<file path="src/hw/rtl/rotation_to_xyz_fixed_angles_assert.svh">
// ----------------------------------------------------------------------------
// Assertion macros for the fixed-angle extraction block.
// ----------------------------------------------------------------------------
`ifndef ROTATION_TO_XYZ_FIXED_ANGLES_ASSERT_SVH
`define ROTATION_TO_XYZ_FIXED_ANGLES_ASSERT_SVH

// Implication checked on every clock edge outside reset.
`define RXFA_ASSERT_IMPL(label, clk, rst_n, ante, cons) \
	label: assert property (@(posedge clk) disable iff (!rst_n) (ante) |-> (cons)) \
		else $error("assertion failed");

// Next-cycle implication checked outside reset.
`define RXFA_ASSERT_NEXT(label, clk, rst_n, ante, cons) \
	label: assert property (@(posedge clk) disable iff (!rst_n) (ante) |=> (cons)) \
		else $error("assertion failed");

`endif

</file>
<file path="src/hw/rtl/rxfa_pkg.sv">
// ----------------------------------------------------------------------------
// rxfa_pkg
// Shared types, constants and the arctangent table of the angle extractor.
// ----------------------------------------------------------------------------
`default_nettype none
package rxfa_pkg;

	localparam int CordicStagesDefault = 16;
	localparam int SampleWidthDefault  = 16;
	localparam int AngW    = 34;
	localparam int AngOutW = 16;
	localparam int TolW    = 15;
	localparam int InvGainQ20 = 636750;
	localparam logic signed [AngW-1:0] HalfPiQ30 = 34'sd1686629713;
	localparam logic signed [AngOutW-1:0] PiQ13     = 16'sd25736;
	localparam logic signed [AngOutW-1:0] HalfPiQ13 = 16'sd12868;
	localparam logic [1:0] AddrTol = 2'd0;

	typedef struct packed {
		logic signed [15:0] r11;
		logic signed [15:0] r21;
		logic signed [15:0] r31;
		logic signed [15:0] r12;
		logic signed [15:0] r22;
		logic signed [15:0] r32;
		logic signed [15:0] r33;
	} rxfa_in_t;

	typedef struct packed {
		logic signed [15:0] roll_angle;
		logic signed [15:0] pitch_angle;
		logic signed [15:0] yaw_angle;
		logic               gimbal_lock;
	} rxfa_out_t;

	// Stage arctangent, Q30, rounded to nearest.
	function automatic logic signed [AngW-1:0] atan_q30(input int idx);
		logic [31:0] v;
		begin
			case (idx)
				0: v = 32'd843314857;
				1: v = 32'd497837829;
				2: v = 32'd263043837;
				3: v = 32'd133525159;
				4: v = 32'd67021687;
				5: v = 32'd33543516;
				6: v = 32'd16775851;
				7: v = 32'd8388437;
				8: v = 32'd4194283;
				9: v = 32'd2097149;
				default: v = (idx <= 30) ? (32'd1 << (30 - idx)) : 32'd0;
			endcase
			return AngW'(signed'({1'b0, v}));
		end
	endfunction

	// Q30 angle to saturated Q13.
	function automatic logic signed [AngOutW-1:0] to_q13(input logic signed [AngW-1:0] z);
		logic signed [AngW:0] s;
		logic signed [AngW-17:0] a;
		begin
			s = {z[AngW-1], z} + (AngW+1)'(65536);
			a = s[AngW:17];
			if (a > (AngW-16)'(signed'(PiQ13)))
				return PiQ13;
			else if (a < -(AngW-16)'(signed'(PiQ13)))
				return -PiQ13;
			else
				return a[AngOutW-1:0];
		end
	endfunction

endpackage
`default_nettype wire

</file>
<file path="src/hw/rtl/rxfa_cordic.sv">
// ----------------------------------------------------------------------------
// rxfa_cordic
// Pipelined vectoring CORDIC: a pre-rotation register, then one micro-rotation per register stage.
// ----------------------------------------------------------------------------
`default_nettype none
module rxfa_cordic #(
	parameter int STAGES = 16,
	parameter int XW     = 28
) (
	input  wire                  clk,
	input  wire                  arst_n,
	input  wire                  en,
	input  wire signed [XW-1:0]  x_in,
	input  wire signed [XW-1:0]  y_in,
	output logic signed [XW-1:0] mag,
	output logic signed [rxfa_pkg::AngW-1:0] ang
);
	import rxfa_pkg::*;

	logic signed [XW-1:0]   x_q [STAGES+1];
	logic signed [XW-1:0]   y_q [STAGES+1];
	logic signed [AngW-1:0] z_q [STAGES+1];
	logic                   zero_q [STAGES+1];
	logic signed [XW-1:0]   px, py;
	logic signed [AngW-1:0] pz;

	// Pre-rotation by quarter turn so that x is not negative.
	always_comb begin
		px = x_in;
		py = y_in;
		pz = '0;
		if (x_in < 0) begin
			if (y_in >= 0) begin
				px = y_in; py = -x_in; pz = HalfPiQ30;
			end else begin
				px = -y_in; py = x_in; pz = -HalfPiQ30;
			end
		end
	end

	always_ff @(posedge clk) begin
		if (en) begin
			x_q[0] <= px;
			y_q[0] <= py;
			z_q[0] <= pz;
			zero_q[0] <= (x_in == 0) && (y_in == 0);
		end
	end

	// Micro-rotation stages.
	for (genvar i = 0; i < STAGES; i++) begin : g_st
		always_ff @(posedge clk) begin
			if (en) begin
				zero_q[i+1] <= zero_q[i];
				if (y_q[i] >= 0) begin
					x_q[i+1] <= x_q[i] + (y_q[i] >>> i);
					y_q[i+1] <= y_q[i] - (x_q[i] >>> i);
					z_q[i+1] <= z_q[i] + atan_q30(i);
				end else begin
					x_q[i+1] <= x_q[i] - (y_q[i] >>> i);
					y_q[i+1] <= y_q[i] + (x_q[i] >>> i);
					z_q[i+1] <= z_q[i] - atan_q30(i);
				end
			end
		end
	end

	assign mag = zero_q[STAGES] ? '0 : x_q[STAGES];
	assign ang = zero_q[STAGES] ? '0 : z_q[STAGES];

	logic unused_rst;
	assign unused_rst = arst_n;
endmodule
`default_nettype wire

</file>
<file path="config.mk">
export PLATFORM = sky130hd
export DESIGN_NAME = rxfa_cordic
export DESIGN_NICKNAME = d
export VERILOG_FILES = /design/src/hw/rtl/rotation_to_xyz_fixed_angles_assert.svh /design/src/hw/rtl/rxfa_pkg.sv /design/src/hw/rtl/rxfa_cordic.sv
export SDC_FILE = /design/constraint.sdc
export NUM_CORES = 2
export LEC_CHECK = 0
export BUFFER_PORTS_ARGS = -buffer_cell sky130_fd_sc_hd__buf_4
export CAP_MARGIN = 10
export CORE_MARGIN = 5
export CORE_UTILIZATION = 35
export CTS_CLUSTER_SIZE = 28
export DETAILED_ROUTE_END_ITERATION = 6
export SYNTH_ARGS = -nofsm -noshare
export SYNTH_HDL_FRONTEND = slang
export SYNTH_SLANG_ARGS = --single-unit
</file>
<file path="constraint.sdc">
create_clock -name clk -period 8.75 [get_ports clk]
set_input_delay 2.1875 -clock clk [delete_from_list [all_inputs] [get_ports clk]]
set_output_delay 2.1875 -clock clk [all_outputs]
set_load 0.1 [all_outputs]
</file>
; Word level (Yosys, flattened, before mapping)
; Memory sizes are Yosys's and may differ from the RTL's.
; Cells that the tools add are included.
[totals]
mem_bits_rw = 1547
output_inout_bits = 62
mem_count = 4
register_bits = 0
input_bits = 59
wordCells = 324
[mem_list]
columns = name, depth, word_bits, read_ports, rd_ports_with_merged_regs, write_ports, line
row1 = z_q, 17, 34, 17, 0, 17, rxfa_cordic.sv:22  ; logic signed [AngW-1:0] z_q [STAGES+1];
row2 = x_q, 17, 28, 17, 0, 17, rxfa_cordic.sv:20  ; logic signed [XW-1:0] x_q [STAGES+1];
row3 = y_q, 17, 28, 16, 0, 17, rxfa_cordic.sv:21  ; logic signed [XW-1:0] y_q [STAGES+1];
row4 = zero_q, 17, 1, 17, 0, 17, rxfa_cordic.sv:23  ; logic zero_q [STAGES+1];
[classes]
n_mux = 154
reduce_logical = 3
magnitude_cmp = 18
bitwise_logic = 48
n_addsub = 97
[op_table]
columns = op, n
row1 = $mux 28, 37
row2 = $mux 34, 19
row3 = $ge 28x1->1 const B, 17
row4 = $mux 1, 98
row5 = $add 34x22->34 const B, 2
row6 = $sub 34x22->34 const B, 2
row7 = $logic_not 32->1, 2
row8 = $add 28x13->28, 2
row9 = $add 28x14->28, 2
row10 = $add 28x15->28, 2
row11 = $add 28x16->28, 2
row12 = $add 28x17->28, 2
row13 = $add 28x18->28, 2
row14 = $add 28x19->28, 2
row15 = $add 28x20->28, 2
row16 = $add 28x21->28, 2
row17 = $add 28x22->28, 2
row18 = $add 28x23->28, 2
row19 = $add 28x24->28, 2
row20 = $add 28x25->28, 2
row21 = $add 28x26->28, 2
row22 = $add 28x27->28, 2
row23 = $neg 28->28, 2
row24 = $sub 28x13->28, 2
row25 = 47 further kinds, 109

; Logic depth before layout (Yosys ltp)
[logic_depth]
word_depth = 5
depth_mapped = 21
mapped_depth_nobuf = 20

; Worst setup path before layout
; Ideal clock, no wire load.
[synth_timing]
path_kind = input-to-reg
from = input port en
to = memory y_q[3][27], data pin
setup_time_ps = 269
setup_slack_ps = 1862
required_ps = 8481
stages = 17
t_arrival_ps = 6619
path_buffers = 4
path_cell_list = nand2_1 clkbuf_1 clkbuf_1 clkbuf_1 buf_1 nand2_1 xnor2_1 ha_1 or4_1 o22a_1 a41o_1 a211o_1 a2111oi_0 nor3_1 a211oi_1 a21oi_1 xnor2_1
[synth_lines]
columns = element, line
row1 = "start, declared", rxfa_cordic.sv:12  ; input wire en,
row2 = "end, declared", rxfa_cordic.sv:21

==> run_results.csv <==
group,metric,value,unit
cts,cts_resized,0,
detailed_routing,drt_iter0_markers,7317,
setup_path,critPathLaunchType,"input pin",
setup_path,crit_type,"in -> reg",
logic_synthesis,synth_edf_count,1472,
cts,clockBufferDepth,4,
grt,busiest_layer,"met2",
logic_synthesis,ys_seq_elements,1472,
cells_and_area,seq_area,0.0442,mm²
setup_path,cp_num_buf_inv,3,
cells_and_area,multi_input_area,0.0711,mm²
die,die_area,0.350,mm²
cts,cts_inserted_buffers,174,
timing,tns,0,ns
timing,slew_headroom,27.0,%
cts,cts_root_buf,"clkbuf_16",
grt,grt_pass1_vias,84500,
detailed_routing,ant_nets,0,
setup_path,cp_common_cell,"a21oi_1",
cts,ctsHtreeMaxLevel,4,
timing,period_needed,6.66,ns
grt,antenna_found_initial,0,
run,drv_cap,0,
grt,grt_usage,16.2,%
setup_path,rr_endpoint,"y_q[15][27]$_DFFE_PP_",
cells_and_area,drive_gt1_share,4.90,%
logic_synthesis,syn_area_per_cell,9.51,µm²
timing,drv_slew,0,
placed_design,placed_cell_area,0.124,mm²
cts,clk_pin_slew,0.07,ns
timing,clock_skew,0.0623,ns
cells_and_area,fillerInstances,33500,
logic_synthesis,yosysSeqAreaShare,37.3,%
placed_design,hpwl,230000,µm
logic_synthesis,syn-instance-count,12500,
timing,fmax,150,MHz
setup_path,reg2reg_slack,3.11,ns
timing,finalSetupViolCount,0,
cts,post-cts-setup-buffer-count,0,
grt,grt_util_met2,25.2,%
setup_path,worst_r2r_path_depth,17,
cts,cts.sinks,1472,
setup_path,crit_path_end_kind,"register",
detailed_routing,drc,0,
run_status,status,"complete, no violations",
grt,grt_max_degree,146,
logic_synthesis,yosysUniqueCellTypes,94,
cells_and_area,area_delta_synth_final,9.95,%
setup_path,required,9.32,ns
setup_path,path_cells,"buf_16, nand2_1, buf_4, inv_1, a21oi_1, xor2_1, ha_1, or4_1, o21ai_0, a21oi_1, a21oi_1, o211ai_1, a2111oi_0, o211ai_1, a31o_2, a21oi_1, xor2_1",
timing,tightest_slew,1.09,ns
detailed_routing,vias,91400,
die,core_region_area,0.337,mm²
placed_design,port_buffers,119,
cells_and_area,post-route-cell-area,0.130,mm²
detailed_routing,wl_per_cell,17.2,µm
detailed_routing,drt_first_pass_iters,6,
grt,use_met1,24.3,%
cells_and_area,stdcell_count,17100,
setup_path,r2r_start,"x_q[14][17]$_DFFE_PP_",
placed_design,place_congestion,0.902,
setup_path,cp_top_family,"compound AO/OA/AOI/OAI gates",
detailed_routing,finalWirelength,295000,µm
timing,hold_viol_final,0,
cells_and_area,num-nets-final,13700,
die,rows,213,
logic_synthesis,syn_area,0.119,mm²
die,pin_count,121,
logic_synthesis,synth-async-reset-ratio,0,%
grt,met3_usage,1.83,%
die,start_util,35.2,%
timing,grt_setup_unrepaired,"no",
detailed_routing,viasPerCell,5.33,
setup_path,cp-endpoint,"y_q[15][27]$_DFFE_PP_",
die,die_w,592,µm
cts,hold_buffers,0,
setup_path,critPathArrivalTime,7.23,ns
setup_path,crit_start,"en",
setup_path,cp.depth,17,
cts,cts_tree,"built",
cts,insertion_delay,0.87,ns
die,die_h,592,µm
grt,grt_pass1_wl,468000,µm
logic_synthesis,synth_fp_nets,13700,
placed_design,dp_cells,16800,
setup_path,critPathSlowestCell,"a2111oi_0",
hold_path,hold_path_depth,0,
hold_path,hp-class,"reg -> reg",
logic_synthesis,synthFlopType,"edfxtp_1",
logic_synthesis,yosysWarnings,0,
setup_path,cpPeakStageDelay,0.86,ns
grt,grt-ovfl-total,0,
timing,finalCritPeriodShare,76.1,%
setup_path,cp_max_fo,75,
worst reg2reg max path, cell delays in order, from the launching register on:
cell and delay [ns]:
edfxtp_1 0.53, or3_1 0.44, nor3_1 0.26, nand2_1 0.12
nor3_1 0.22, nand2_1 0.12, nor4_1 0.59, nand2b_1 0.40
nand2_1 0.10, ha_1 0.38, a21o_1 0.22, a31oi_1 0.19
o211ai_1 0.18, a2111oi_0 0.86, o211ai_1 0.25, a31o_2 0.28
a21oi_1 0.18, xor2_1 0.08
cell families after synthesis:
group,synth area share [%]
compound gates,19.9
flops,37.3
mux,0.886
simple gates,13.9
fa+ha+maj,12.8
buf+inv,2.69
xor+xnor,12.5
cells in the mapped netlist, types with 48 or more instances:
| master | instances | area, µm² |
|---|---|---|
| mux2i_1 | 70 | 701 |
| nand4_1 | 72 | 450 |
| o21bai_1 | 129 | 968 |
| nor4_1 | 101 | 632 |
| or3_1 | 103 | 644 |
| o31ai_1 | 161 | 1210 |
| nand3_1 | 238 | 1190 |
| a31oi_1 | 134 | 838 |
| or2_2 | 48 | 300 |
| nor3_1 | 321 | 1610 |
| buf_1 | 62 | 233 |
| o211ai_1 | 63 | 473 |
| nand2b_1 | 146 | 913 |
| xor2_1 | 552 | 4830 |
| a21boi_0 | 57 | 428 |
| edfxtp_1 | 1472 | 44200 |
| inv_1 | 503 | 1890 |
| o21a_1 | 197 | 1480 |
| and3_1 | 114 | 713 |
| clkbuf_1 | 271 | 1020 |
| nor2b_1 | 223 | 1400 |
| xnor2_1 | 1135 | 9940 |
| o41ai_1 | 69 | 604 |
| or4_1 | 66 | 495 |
| o21ai_0 | 743 | 3720 |
| nor2_1 | 1077 | 4040 |
| a211oi_1 | 99 | 743 |
| a21o_1 | 451 | 3390 |
| ha_1 | 1144 | 14300 |
| and2_1 | 65 | 407 |
| a21oi_1 | 1234 | 6180 |
| nand2_1 | 735 | 2760 |
cell type report:
class | instances | area share (%)
Multi-Input combinational cell | 10100 | 54.6
Clock inverter | 102 | 0.971
Tap cell | 4515 | 4.34
Timing Repair Buffer | 200 | 1.19
Inverter | 509 | 1.47
Antenna cell | 1 | 0.00192
Clock buffer | 206 | 3.52
Sequential cell | 1472 | 33.9
sequential cells by signal, summed over array words and instances, names as in the netlist:
signal,count
y_q,432
zero_q,17
x_q,476
z_q,547
stage by stage:
step,utilization (%),setup slack [ns],hold WS (ns)
final,38.7,2.09,0.400
after global routing,38.7,1.84,0.416
after CTS,38.7,2.36,0.394
after detailed placement,36.9,1.46,0.405
after global placement,36.9,1.46,0.401
after floorplan,-,1.86,0.400
worst min path at each step:
stage | startpoint | slack [ns] | end
2_1_floorplan | z_q[10][0]$_DFFE_PP_ | 0.40 | z_q[11][0]$_DFFE_PP_
3_3_place_gp | zero_q[1][2]$_DFFE_PP_ | 0.40 | zero_q[1][3]$_DFFE_PP_
3_5_place_dp | z_q[11][1]$_DFFE_PP_ | 0.40 | z_q[12][1]$_DFFE_PP_
4_1_cts | z_q[13][11]$_DFFE_PP_ | 0.39 | z_q[14][11]$_DFFE_PP_
5_1_grt | z_q[13][11]$_DFFE_PP_ | 0.42 | z_q[14][11]$_DFFE_PP_
6_report | z_q[5][1]$_DFFE_PP_ | 0.40 | z_q[6][1]$_DFFE_PP_
layout by cell type (no fill, tap or decap), types with 161 or more instances in the layout:
cell and instances:
xor2_1 552, nor2b_1 223, nor3_1 321, edfxtp_1 1472
ha_1 1144, nand2_1 727, clkbuf_16 179, nor2_1 1077
a21o_1 451, nand3_1 238, o21a_1 197, a21oi_1 1234
o21ai_0 743, buf_4 197, xnor2_1 1135, inv_1 499
o31ai_1 161
per-layer routing:
layer | part of all wire [%] | routed length, µm
met5 | 0 | 0
met4 | 2.1 | 6180
met2 | 43 | 128000
met3 | 4.9 | 14500
met1 | 50 | 147000
Power is left out: the tool's default activity adds up to more than one toggle a clock period on the data nets, which glitch-free logic cannot reach.
